## src/hw/rtl/apd_pkg.sv

```systemverilog
// ----------------------------------------------------------------------------
// Addressed packet deframer package
// Shared types, codes and reset values of the deframer and its interfaces.
// ----------------------------------------------------------------------------
package apd_pkg;

    // Largest payload the buffer holds by default.
    localparam int PAYLOAD_MAX_DEF = 64;

    // Frame markers.
    localparam logic [7:0] MARK_HEAD = 8'h55;
    localparam logic [7:0] MARK_TAIL = 8'hAA;

    // Bit position of the continuation flag in a length byte.
    localparam int MORE_BIT = 7;

    // Register reset values.
    localparam logic [7:0] OWN_ID_RESET        = 8'd2;
    localparam logic [7:0] TYPE_COUNT_RESET    = 8'd16;
    localparam logic [7:0] TIMEOUT_TICKS_RESET = 8'd10;

    // Register indexes on the configuration port.
    typedef enum logic [1:0] {
        CFG_OWN_ID        = 2'd0,
        CFG_TYPE_COUNT    = 2'd1,
        CFG_TIMEOUT_TICKS = 2'd2
    } cfg_index_t;

    // Input word commands.
    localparam logic CMD_BYTE = 1'b0;
    localparam logic CMD_TICK = 1'b1;

    // Parser stages.
    typedef enum logic [2:0] {
        ST_HEAD    = 3'd0,
        ST_TARGET  = 3'd1,
        ST_TYPE    = 3'd2,
        ST_SENDER  = 3'd3,
        ST_LENGTH  = 3'd4,
        ST_PAYLOAD = 3'd5,
        ST_CHECK   = 3'd6,
        ST_TAIL    = 3'd7
    } stage_t;

    // Readout sequencer states.
    typedef enum logic [1:0] {
        RD_IDLE,
        RD_ISSUE,
        RD_LOAD
    } rd_state_t;

    typedef struct packed {
        logic       command;
        logic [7:0] rx_byte;
    } in_word_t;

    typedef struct packed {
        logic [7:0] msg_type;
        logic [7:0] sender;
        logic [6:0] payload_length;
        logic       has_payload;
        logic [5:0] byte_index;
        logic [7:0] payload_byte;
        logic       last;
    } out_word_t;

endpackage

```

## src/hw/rtl/apd_in_if.sv

```systemverilog
// ----------------------------------------------------------------------------
// Deframer input channel
// Valid/ready channel that carries received bytes and millisecond ticks.
// ----------------------------------------------------------------------------
interface apd_in_if;

    logic             valid;
    logic             ready;
    apd_pkg::in_word_t data;

    modport source (output valid, output data, input ready);
    modport sink   (input valid, input data, output ready);

endinterface

```

## src/hw/rtl/apd_out_if.sv

```systemverilog
// ----------------------------------------------------------------------------
// Deframer result channel
// Valid/ready channel that carries one payload byte of an accepted packet.
// ----------------------------------------------------------------------------
interface apd_out_if;

    logic              valid;
    logic              ready;
    apd_pkg::out_word_t data;

    modport source (output valid, output data, input ready);
    modport sink   (input valid, input data, output ready);

endinterface

```

## src/hw/rtl/addressed_packet_deframer.sv

```systemverilog
// ----------------------------------------------------------------------------
// Addressed packet deframer
// Parses 0x55-framed addressed packets with an additive checksum from a byte
// stream and plays the payload of each good packet out one byte per word.
// ----------------------------------------------------------------------------
// Every input word, a received byte or a millisecond tick, is taken as soon
// as it is offered while the block is parsing. When a packet closes with a
// good footer the block stops taking input and reads its payload buffer out:
// the buffer is a synchronous memory with one read port, so each payload byte
// is first addressed and then loaded into the output register, and the input
// is held off until the last byte of the packet is loaded, also while the
// result side stalls. An empty packet skips the buffer read and gives a
// single word. Results wait in an output register, so the next input word is
// taken while the last result of a packet is still waiting to be picked up.
// Ticks arriving during readout simply wait on the input channel.
// ----------------------------------------------------------------------------
module addressed_packet_deframer #(
    parameter int PAYLOAD_MAX = apd_pkg::PAYLOAD_MAX_DEF
) (
    input  logic        clk,
    input  logic        rst_n,
    input  logic        cfg_we,
    input  logic [1:0]  cfg_index,
    input  logic [7:0]  cfg_data,
    apd_in_if.sink      stream,
    apd_out_if.source   packet
);

    // Buffer address width; a one-entry buffer still gets one address bit.
    localparam int AW = (PAYLOAD_MAX > 1) ? $clog2(PAYLOAD_MAX) : 1;

    // Configuration registers.
    logic [7:0] own_id_reg;
    logic [7:0] type_count_reg;
    logic [7:0] timeout_ticks_reg;

    // Parser state.
    apd_pkg::stage_t stage_reg, stage_next;
    logic [7:0]  timeout_left_reg, timeout_left_next;
    logic [7:0]  running_sum_reg, running_sum_next;
    logic [1:0]  length_group_reg, length_group_next;
    logic [13:0] frame_length_reg, frame_length_next;
    logic [6:0]  fill_index_reg, fill_index_next;
    logic [7:0]  frame_type_reg, frame_type_next;
    logic [7:0]  frame_sender_reg, frame_sender_next;

    // Readout sequencer state.
    apd_pkg::rd_state_t rd_state_reg, rd_state_next;
    logic [5:0]  rd_idx_reg, rd_idx_next;
    logic        rd_empty_reg, rd_empty_next;

    // Output register.
    logic               out_valid_reg, out_valid_next;
    apd_pkg::out_word_t out_word_reg, out_word_next;

    // Payload buffer and its ports.
    logic [7:0]    store_mem [PAYLOAD_MAX];
    logic [7:0]    mem_q;
    logic          mem_we;
    logic [AW-1:0] mem_waddr;
    logic          mem_re;

    logic          in_accept;
    logic [7:0]    ch;
    logic [13:0]   len_merged;
    logic [1:0]    group_inc;
    logic [6:0]    fill_inc;
    logic          rd_last;

    assign stream.ready = (rd_state_reg == apd_pkg::RD_IDLE);
    assign in_accept    = stream.valid && stream.ready;
    assign ch           = stream.data.rx_byte;

    assign packet.valid = out_valid_reg;
    assign packet.data  = out_word_reg;

    // A length byte contributes its low seven bits, placed by its group.
    assign len_merged = frame_length_reg |
                        ((length_group_reg != 2'd0) ? {ch[6:0], 7'd0} : {7'd0, ch[6:0]});
    assign group_inc  = length_group_reg + 2'd1;
    assign fill_inc   = fill_index_reg + 7'd1;

    assign rd_last = rd_empty_reg || (({1'b0, rd_idx_reg} + 7'd1) == frame_length_reg[6:0]);

    // Configuration writes; an index outside the register list is ignored.
    always_ff @(posedge clk or negedge rst_n)
    begin
        if (!rst_n)
        begin
            own_id_reg        <= apd_pkg::OWN_ID_RESET;
            type_count_reg    <= apd_pkg::TYPE_COUNT_RESET;
            timeout_ticks_reg <= apd_pkg::TIMEOUT_TICKS_RESET;
        end
        else if (cfg_we)
        begin
            if (cfg_index == apd_pkg::CFG_OWN_ID)
                own_id_reg <= cfg_data;
            else if (cfg_index == apd_pkg::CFG_TYPE_COUNT)
                type_count_reg <= cfg_data;
            else if (cfg_index == apd_pkg::CFG_TIMEOUT_TICKS)
                timeout_ticks_reg <= cfg_data;
        end
    end

    // Parser, readout sequencer and output register: next values.
    always_comb
    begin
        stage_next        = stage_reg;
        timeout_left_next = timeout_left_reg;
        running_sum_next  = running_sum_reg;
        length_group_next = length_group_reg;
        frame_length_next = frame_length_reg;
        fill_index_next   = fill_index_reg;
        frame_type_next   = frame_type_reg;
        frame_sender_next = frame_sender_reg;
        rd_state_next     = rd_state_reg;
        rd_idx_next       = rd_idx_reg;
        rd_empty_next     = rd_empty_reg;
        out_valid_next    = out_valid_reg && !packet.ready;
        out_word_next     = out_word_reg;
        mem_we            = 1'b0;
        mem_waddr         = fill_index_reg[AW-1:0];
        mem_re            = 1'b0;

        if (in_accept)
        begin
            if (stream.data.command == apd_pkg::CMD_TICK)
            begin
                if (timeout_left_reg != 8'd0)
                    timeout_left_next = timeout_left_reg - 8'd1;
            end
            else
            begin
                // An expired timer sends the parser to header search before the
                // byte is looked at; bytes reload it, rejects and tails clear it.
                timeout_left_next = timeout_ticks_reg;
                unique case ((timeout_left_reg == 8'd0) ? apd_pkg::ST_HEAD : stage_reg)
                    apd_pkg::ST_HEAD:
                    begin
                        stage_next = apd_pkg::ST_HEAD;
                        if (ch == apd_pkg::MARK_HEAD)
                        begin
                            stage_next       = apd_pkg::ST_TARGET;
                            running_sum_next = 8'd0;
                        end
                    end
                    apd_pkg::ST_TARGET:
                    begin
                        if (ch == own_id_reg)
                        begin
                            running_sum_next = running_sum_reg + ch;
                            stage_next       = apd_pkg::ST_TYPE;
                        end
                        else
                        begin
                            stage_next        = apd_pkg::ST_HEAD;
                            timeout_left_next = 8'd0;
                        end
                    end
                    apd_pkg::ST_TYPE:
                    begin
                        if (ch >= type_count_reg)
                        begin
                            stage_next        = apd_pkg::ST_HEAD;
                            timeout_left_next = 8'd0;
                        end
                        else
                        begin
                            frame_type_next  = ch;
                            running_sum_next = running_sum_reg + ch;
                            stage_next       = apd_pkg::ST_SENDER;
                        end
                    end
                    apd_pkg::ST_SENDER:
                    begin
                        frame_sender_next = ch;
                        running_sum_next  = running_sum_reg + ch;
                        frame_length_next = 14'd0;
                        length_group_next = 2'd0;
                        stage_next        = apd_pkg::ST_LENGTH;
                    end
                    apd_pkg::ST_LENGTH:
                    begin
                        frame_length_next = len_merged;
                        length_group_next = group_inc;
                        running_sum_next  = running_sum_reg + ch;
                        if (len_merged > 14'(PAYLOAD_MAX))
                        begin
                            stage_next        = apd_pkg::ST_HEAD;
                            timeout_left_next = 8'd0;
                        end
                        else if (!ch[apd_pkg::MORE_BIT])
                        begin
                            fill_index_next = 7'd0;
                            stage_next      = (len_merged == 14'd0) ? apd_pkg::ST_CHECK
                                                                    : apd_pkg::ST_PAYLOAD;
                        end
                        else if (group_inc >= 2'd2)
                        begin
                            // A third length group is never allowed.
                            stage_next        = apd_pkg::ST_HEAD;
                            timeout_left_next = 8'd0;
                        end
                    end
                    apd_pkg::ST_PAYLOAD:
                    begin
                        mem_we           = ({1'b0, fill_index_reg} < 8'(PAYLOAD_MAX));
                        fill_index_next  = fill_inc;
                        running_sum_next = running_sum_reg + ch;
                        if ({7'd0, fill_inc} >= frame_length_reg)
                            stage_next = apd_pkg::ST_CHECK;
                    end
                    apd_pkg::ST_CHECK:
                    begin
                        if (ch == running_sum_reg)
                            stage_next = apd_pkg::ST_TAIL;
                        else
                        begin
                            stage_next        = apd_pkg::ST_HEAD;
                            timeout_left_next = 8'd0;
                        end
                    end
                    apd_pkg::ST_TAIL:
                    begin
                        stage_next        = apd_pkg::ST_HEAD;
                        timeout_left_next = 8'd0;
                        if (ch == apd_pkg::MARK_TAIL)
                        begin
                            // Good footer: start the readout. An empty packet
                            // skips the buffer read.
                            rd_idx_next   = 6'd0;
                            rd_empty_next = (frame_length_reg == 14'd0);
                            rd_state_next = (frame_length_reg == 14'd0) ? apd_pkg::RD_LOAD
                                                                        : apd_pkg::RD_ISSUE;
                        end
                    end
                    default:
                    begin
                        stage_next = apd_pkg::ST_HEAD;
                    end
                endcase
            end
        end

        unique case (rd_state_reg)
            apd_pkg::RD_IDLE:
            begin
            end
            apd_pkg::RD_ISSUE:
            begin
                mem_re        = 1'b1;
                rd_state_next = apd_pkg::RD_LOAD;
            end
            apd_pkg::RD_LOAD:
            begin
                // The read data stays in mem_q until the output register is free.
                if (!out_valid_reg || packet.ready)
                begin
                    out_valid_next               = 1'b1;
                    out_word_next.msg_type       = frame_type_reg;
                    out_word_next.sender         = frame_sender_reg;
                    out_word_next.payload_length = frame_length_reg[6:0];
                    out_word_next.has_payload    = !rd_empty_reg;
                    out_word_next.byte_index     = rd_idx_reg;
                    out_word_next.payload_byte   = rd_empty_reg ? 8'd0 : mem_q;
                    out_word_next.last           = rd_last;
                    if (rd_last)
                        rd_state_next = apd_pkg::RD_IDLE;
                    else
                    begin
                        rd_idx_next   = rd_idx_reg + 6'd1;
                        rd_state_next = apd_pkg::RD_ISSUE;
                    end
                end
            end
            default:
            begin
                rd_state_next = apd_pkg::RD_IDLE;
            end
        endcase
    end

    always_ff @(posedge clk or negedge rst_n)
    begin
        if (!rst_n)
        begin
            stage_reg        <= apd_pkg::ST_HEAD;
            timeout_left_reg <= 8'd0;
            running_sum_reg  <= 8'd0;
            length_group_reg <= 2'd0;
            frame_length_reg <= 14'd0;
            fill_index_reg   <= 7'd0;
            frame_type_reg   <= 8'd0;
            frame_sender_reg <= 8'd0;
            rd_state_reg     <= apd_pkg::RD_IDLE;
            rd_idx_reg       <= 6'd0;
            rd_empty_reg     <= 1'b0;
            out_valid_reg    <= 1'b0;
        end
        else
        begin
            stage_reg        <= stage_next;
            timeout_left_reg <= timeout_left_next;
            running_sum_reg  <= running_sum_next;
            length_group_reg <= length_group_next;
            frame_length_reg <= frame_length_next;
            fill_index_reg   <= fill_index_next;
            frame_type_reg   <= frame_type_next;
            frame_sender_reg <= frame_sender_next;
            rd_state_reg     <= rd_state_next;
            rd_idx_reg       <= rd_idx_next;
            rd_empty_reg     <= rd_empty_next;
            out_valid_reg    <= out_valid_next;
        end
    end

    // The result word itself needs no reset; valid guards it.
    always_ff @(posedge clk)
    begin
        out_word_reg <= out_word_next;
    end

    // Payload buffer: one write port from the parser, one registered read
    // port for the readout. Writes and reads never share a cycle.
    always_ff @(posedge clk)
    begin
        if (mem_we)
            store_mem[mem_waddr] <= ch;
        if (mem_re)
            mem_q <= store_mem[rd_idx_reg[AW-1:0]];
    end

endmodule

```

## src/flat_wrapper.sv

```systemverilog
// flat-port wrapper written by rule: the top's interface ports become plain ports
module addressed_packet_deframer_flat 
#(
    parameter int PAYLOAD_MAX = apd_pkg::PAYLOAD_MAX_DEF
)
  (clk, rst_n, cfg_we, cfg_index, cfg_data, stream_valid, stream_data, stream_ready, packet_valid, packet_data, packet_ready);
  apd_in_if stream_i ();
  apd_out_if packet_i ();
  input  logic clk;
  input  logic rst_n;
  input  logic cfg_we;
  input  logic [1:0] cfg_index;
  input  logic [7:0] cfg_data;
  input wire logic [$bits(stream_i.valid)-1:0] stream_valid;
  input wire logic [$bits(stream_i.data)-1:0] stream_data;
  output wire logic [$bits(stream_i.ready)-1:0] stream_ready;
  output wire logic [$bits(packet_i.valid)-1:0] packet_valid;
  output wire logic [$bits(packet_i.data)-1:0] packet_data;
  input wire logic [$bits(packet_i.ready)-1:0] packet_ready;
  assign stream_i.valid = stream_valid;
  assign stream_i.data = stream_data;
  assign stream_ready = stream_i.ready;
  assign packet_valid = packet_i.valid;
  assign packet_data = packet_i.data;
  assign packet_i.ready = packet_ready;
  addressed_packet_deframer #(.PAYLOAD_MAX(PAYLOAD_MAX)) u_core (.clk(clk), .rst_n(rst_n), .cfg_we(cfg_we), .cfg_index(cfg_index), .cfg_data(cfg_data), .stream(stream_i), .packet(packet_i));
endmodule
```

## config.mk

```make
export PLATFORM = sky130hd
export DESIGN_NAME = addressed_packet_deframer_flat
export DESIGN_NICKNAME = d
export VERILOG_FILES = /design/src/hw/rtl/apd_pkg.sv /design/src/hw/rtl/apd_in_if.sv /design/src/hw/rtl/apd_out_if.sv /design/src/hw/rtl/addressed_packet_deframer.sv /design/src/flat_wrapper.sv
export SDC_FILE = /design/constraint.sdc
export NUM_CORES = 1
export LEC_CHECK = 0
export BUFFER_PORTS_ARGS = -buffer_cell sky130_fd_sc_hd__buf_2
export CAP_MARGIN = 20
export CORE_MARGIN = 8
export CORE_UTILIZATION = 55
export CTS_CLUSTER_DIAMETER = 100
export DETAILED_ROUTE_END_ITERATION = 16
export HOLD_SLACK_MARGIN = 0.06
export PLACE_DENSITY = 0.72
export SLEW_MARGIN = 0
export SYNTH_ARGS = -nofsm -noshare
export SYNTH_HDL_FRONTEND = slang
export SYNTH_SLANG_ARGS = --single-unit
```

## constraint.sdc

```tcl
create_clock -name clk -period 4.4 [get_ports clk]
set_input_delay 0.66 -clock clk [delete_from_list [all_inputs] [get_ports clk]]
set_output_delay 0.66 -clock clk [all_outputs]
set_load 0.01 [all_outputs]
```

==> results list <==
- Distinct cells, synth: 72
- Synth top area share: 62.8%
- Number of global-route vias before repair: 14.5k
* Slowest CP cell: nor2_1
- By instance count, the leading cell after synthesis is edfxtp_1.
- Measured in cells, the most critical reg-to-reg path has a length of 8.
- Horizontal die dimension: 236 µm
* Clock input transition at the sequential cells of the worst setup and hold paths: 0.06 ns
- Ranked by total cell area, the synthesized netlist is headed by edfxtp_1 63%, mux4_2 13%, dfrtp_1 8.2%.
* CP Data Arrival Time: 3.47 ns
- Total buffers and inverters traversed by the critical path: 2
- Post-layout utilization of the core: 63.1%
* Sinks on the clock net: 651
- Share of the cycle needed by the critical path after routing: 74.4%
- WL met3: 4.49 mm
* Total internal power: 10.8 mW
- Setup repair after global routing left no endpoint under its margin.
- After floorplanning, the core was sized to cover 0.0478 mm².
- The die covers 0.0559 mm².
- H-tree level count: 3
* Leakage power: 10.3 nW
- Last weighted congestion value of the routability-driven placer: 0.846
* Total count of max-transition violations in the final report: 0
- Die Y-Extent: 236 µm
- Power density normalized to cell area: 465 mW/mm²
- Adding up every negative setup slack in the final design gives 0 ns.
- Final period demand of the worst path: 3.27 ns
- Number of buffers added by the clock tree synthesis step: 66
* Synthesized netlist cell count: 1462
- Pin count of the biggest net entering global routing: 74
- Buffers inserted to repair hold after CTS numbered 0.
* Final-report hold violation count: 0
* First-iteration detailed-routing DRC count: 1620
- Dominant register cell in the synthesized netlist: edfxtp_1
- The path class of the tightest hold or removal check is in2async.
- Clock Latency Late Sink: 0.59 ns
- Largest register FFs: 512
* Register-to-Register Setup Slack: 1.13 ns
- Total routing resource utilization after global routing: 21.9%
* Number of antenna violations at the first check in global routing: 0
* Least-Margin Pin Slew: 1.02 ns
- For this block, the routed nets add up to 60.9 mm of wire.
* Clock tree root buffer cell: clkbuf_16
- Kind of cell adding the most delay to the critical path: simple AND/OR/NAND/NOR gates
- Drt first pass iters: 5
- Sequential cell fraction of total power: 51.3%
- Bufs on Longest Clock Path: 3
- Data required time of the critical path: 4.60 ns
- The count of nets left with antenna violations once routing finished came out at 0.
- In the detailed route, the total length drawn on met2 is 30.0 mm.
- IR analysis of the VDD net gives a maximum drop of 226 µV.
- The biggest area contributor in the post-synthesis netlist is edfxtp_1.
- Kind of start point of the critical path: flip-flop
- Cells traversed along the worst timing path: inv_1 > ha_1 > or3b_2 > o21ai_1 > buf_4 > nor3_1 > nand2_1 > nor2_1
- Post-synthesis area per instance: 18.3 µm²
- Input and output buffers added on the ports amount to 64.
- Sort of element at the end of the critical path: flip-flop
- In the final layout, the share of cells above drive strength 1 is 27.6%.
- Post-CTS timing repair inserted 0 buffers for setup.
* Async S/R FF share, synth: 14.1%
- The mapped netlist covers 0.0267 mm².
* Logic gate share of total power: 9.3%
- On the final layout, the worst clock skew is 0.0287 ns.
- Post-cts gate resize count: 0
* Biggest cell delay along the critical path: 0.73 ns
- Measured against its own limit, the worst slew margin works out to 31.8%.
* Number of nets produced by synthesis: 1514
* Routed via count: 14.1k
- Crit Reg-Reg Startpoint: u_core.timeout_left_reg[0]
- Once the floorplan was initialized, standard cells occupied 55.9% of the core.
- Total number of yosys warnings: 0
* Switching power as a share of total power: 23.2%
* Total I/O pin count: 65
- Register bit count reported by yosys: 651
* Antenna fix cells: 0
- Post-detailed-route wirelength per cell: 27.1 µm
* Switching Power: 3.26 mW
* Fmax: 0.306 GHz
- Of all nets on the critical path, the largest fanout is 9.
- Signal routing reaches up to met4.
- # setup viols final: 0
* Sequential area share after synthesis: 71.4%
- Number of nets in the layout: 1639
- TritonCTS clock tree: yes
* WL met1: 24.7 mm
- Layout-stage area growth over the synthesis result: 13.0%
- The commonest cells after synthesis are 559 x edfxtp_1, 154 x mux4_2, 114 x nor2_1.
- Detailed-route DRC error count: 0
* Status: completed
- Total power for the finished layout comes to 14.0 mW.
- Via-per-instance ratio: 6.26
* Number of enable flip-flop cells after synthesis: 559
- The clock network burns 39.4% of the power.
* Critical Setup Path Class: reg2reg
- The first global-routing pass estimated 92.4 mm of wire.
- Summed over all nets, the half-perimeter wirelength after detailed placement is 38.8 mm.
- For this run the aggregate overflow at the end of global routing stands at 0.
- The worst register-to-register path ends at u_core.store_mem[16][7].
- Max cap viols: 0
- The initialized floorplan defines 80 standard-cell rows.
[cell families (layout without fill, tap and decap cells)]
| family | Yosys count | after routing | synth area share [%] |
|---|---|---|---|
| buf+inv | 107 | 280 | 1.73 |
| flops | 651 | 651 | 71.4 |
| mux | 217 | 217 | 15.6 |
| xor+xnor | 31 | 31 | 1.12 |
| compound gates | 127 | 127 | 3.29 |
| fa+ha+maj | 28 | 28 | 1.34 |
| simple gates | 301 | 301 | 5.53 |
[worst max-delay path by stage]
| stage | startpoint | to | cells after the start |
|---|---|---|---|
| after global placement | stream_data[8] | u_core.store_mem[18][5] | 6 |
| after floorplan | packet_ready | u_core.rd_idx_reg[1] | 4 |
| after CTS | u_core.timeout_left_reg[0] | u_core.store_mem[18][7] | 9 |
| final | u_core.timeout_left_reg[0] | u_core.store_mem[16][7] | 8 |
| after global routing | u_core.timeout_left_reg[0] | u_core.store_mem[40][6] | 8 |
| after detailed placement | stream_data[8] | u_core.store_mem[18][7] | 6 |
[stage by stage]
step                      instance area [µm²]  hold slack, ns  worst slack [ns]  std cells
final                                   30200           0.180              1.13       2250
after floorplan                         26700           0.364             0.898       1462
after global placement                  28000           0.430             0.973       2133
after global routing                    30200           0.245             0.988       2250
after CTS                               30200           0.203              1.14       2250
after detailed placement                28100           0.433             0.875       2134
[routing by layer]
| layer | vias up | GRT usage [%] |
|---|---|---|
| met5 | - | 0 |
| met4 | 0 | 7.77 |
| met3 | 90 | 4.82 |
| met2 | 578 | 35.1 |
| met1 | 7325 | 29.7 |
| li1 | 6088 | - |
[layout make-up]
type / count / area (µm²)
clock buffers: 88 / 1810
inverters: 35 / 131
fillers: 3243 / 17600
flip-flops and latches: 651 / 19100
clock inverters: 28 / 339
multi-input cells: 704 / 7190
repair buffers: 129 / 858
well taps: 615 / 769
[layout by cell type (no fill, tap or decap), types with 16 or more instances in the layout]
cell	Yosys	layout
nor2b_1	21	21
xnor2_1	20	20
ha_1	27	27
mux4_2	154	154
nand3_1	27	27
buf_2	19	64
nand2_1	57	57
mux2_2	49	49
clkbuf_1	35	16
inv_1	34	34
dfrtp_1	88	85
a21oi_1	35	35
o21ai_0	25	25
nor2_1	114	114
buf_4	4	61
clkbuf_16	0	67
edfxtp_1	559	559
[power groups by stage]
stage / clock network [mW] / registers (mW) / logic [mW]
2_1_floorplan: 0 / 7.24 / 0.973
3_3_place_gp: 0 / 7.31 / 1.25
3_5_place_dp: 0 / 7.32 / 1.30
4_1_cts: 5.61 / 7.19 / 1.31
5_1_grt: 5.86 / 7.23 / 1.46
6_report: 5.53 / 7.20 / 1.31
No activity file was read; power rests on OpenSTA's default activity.
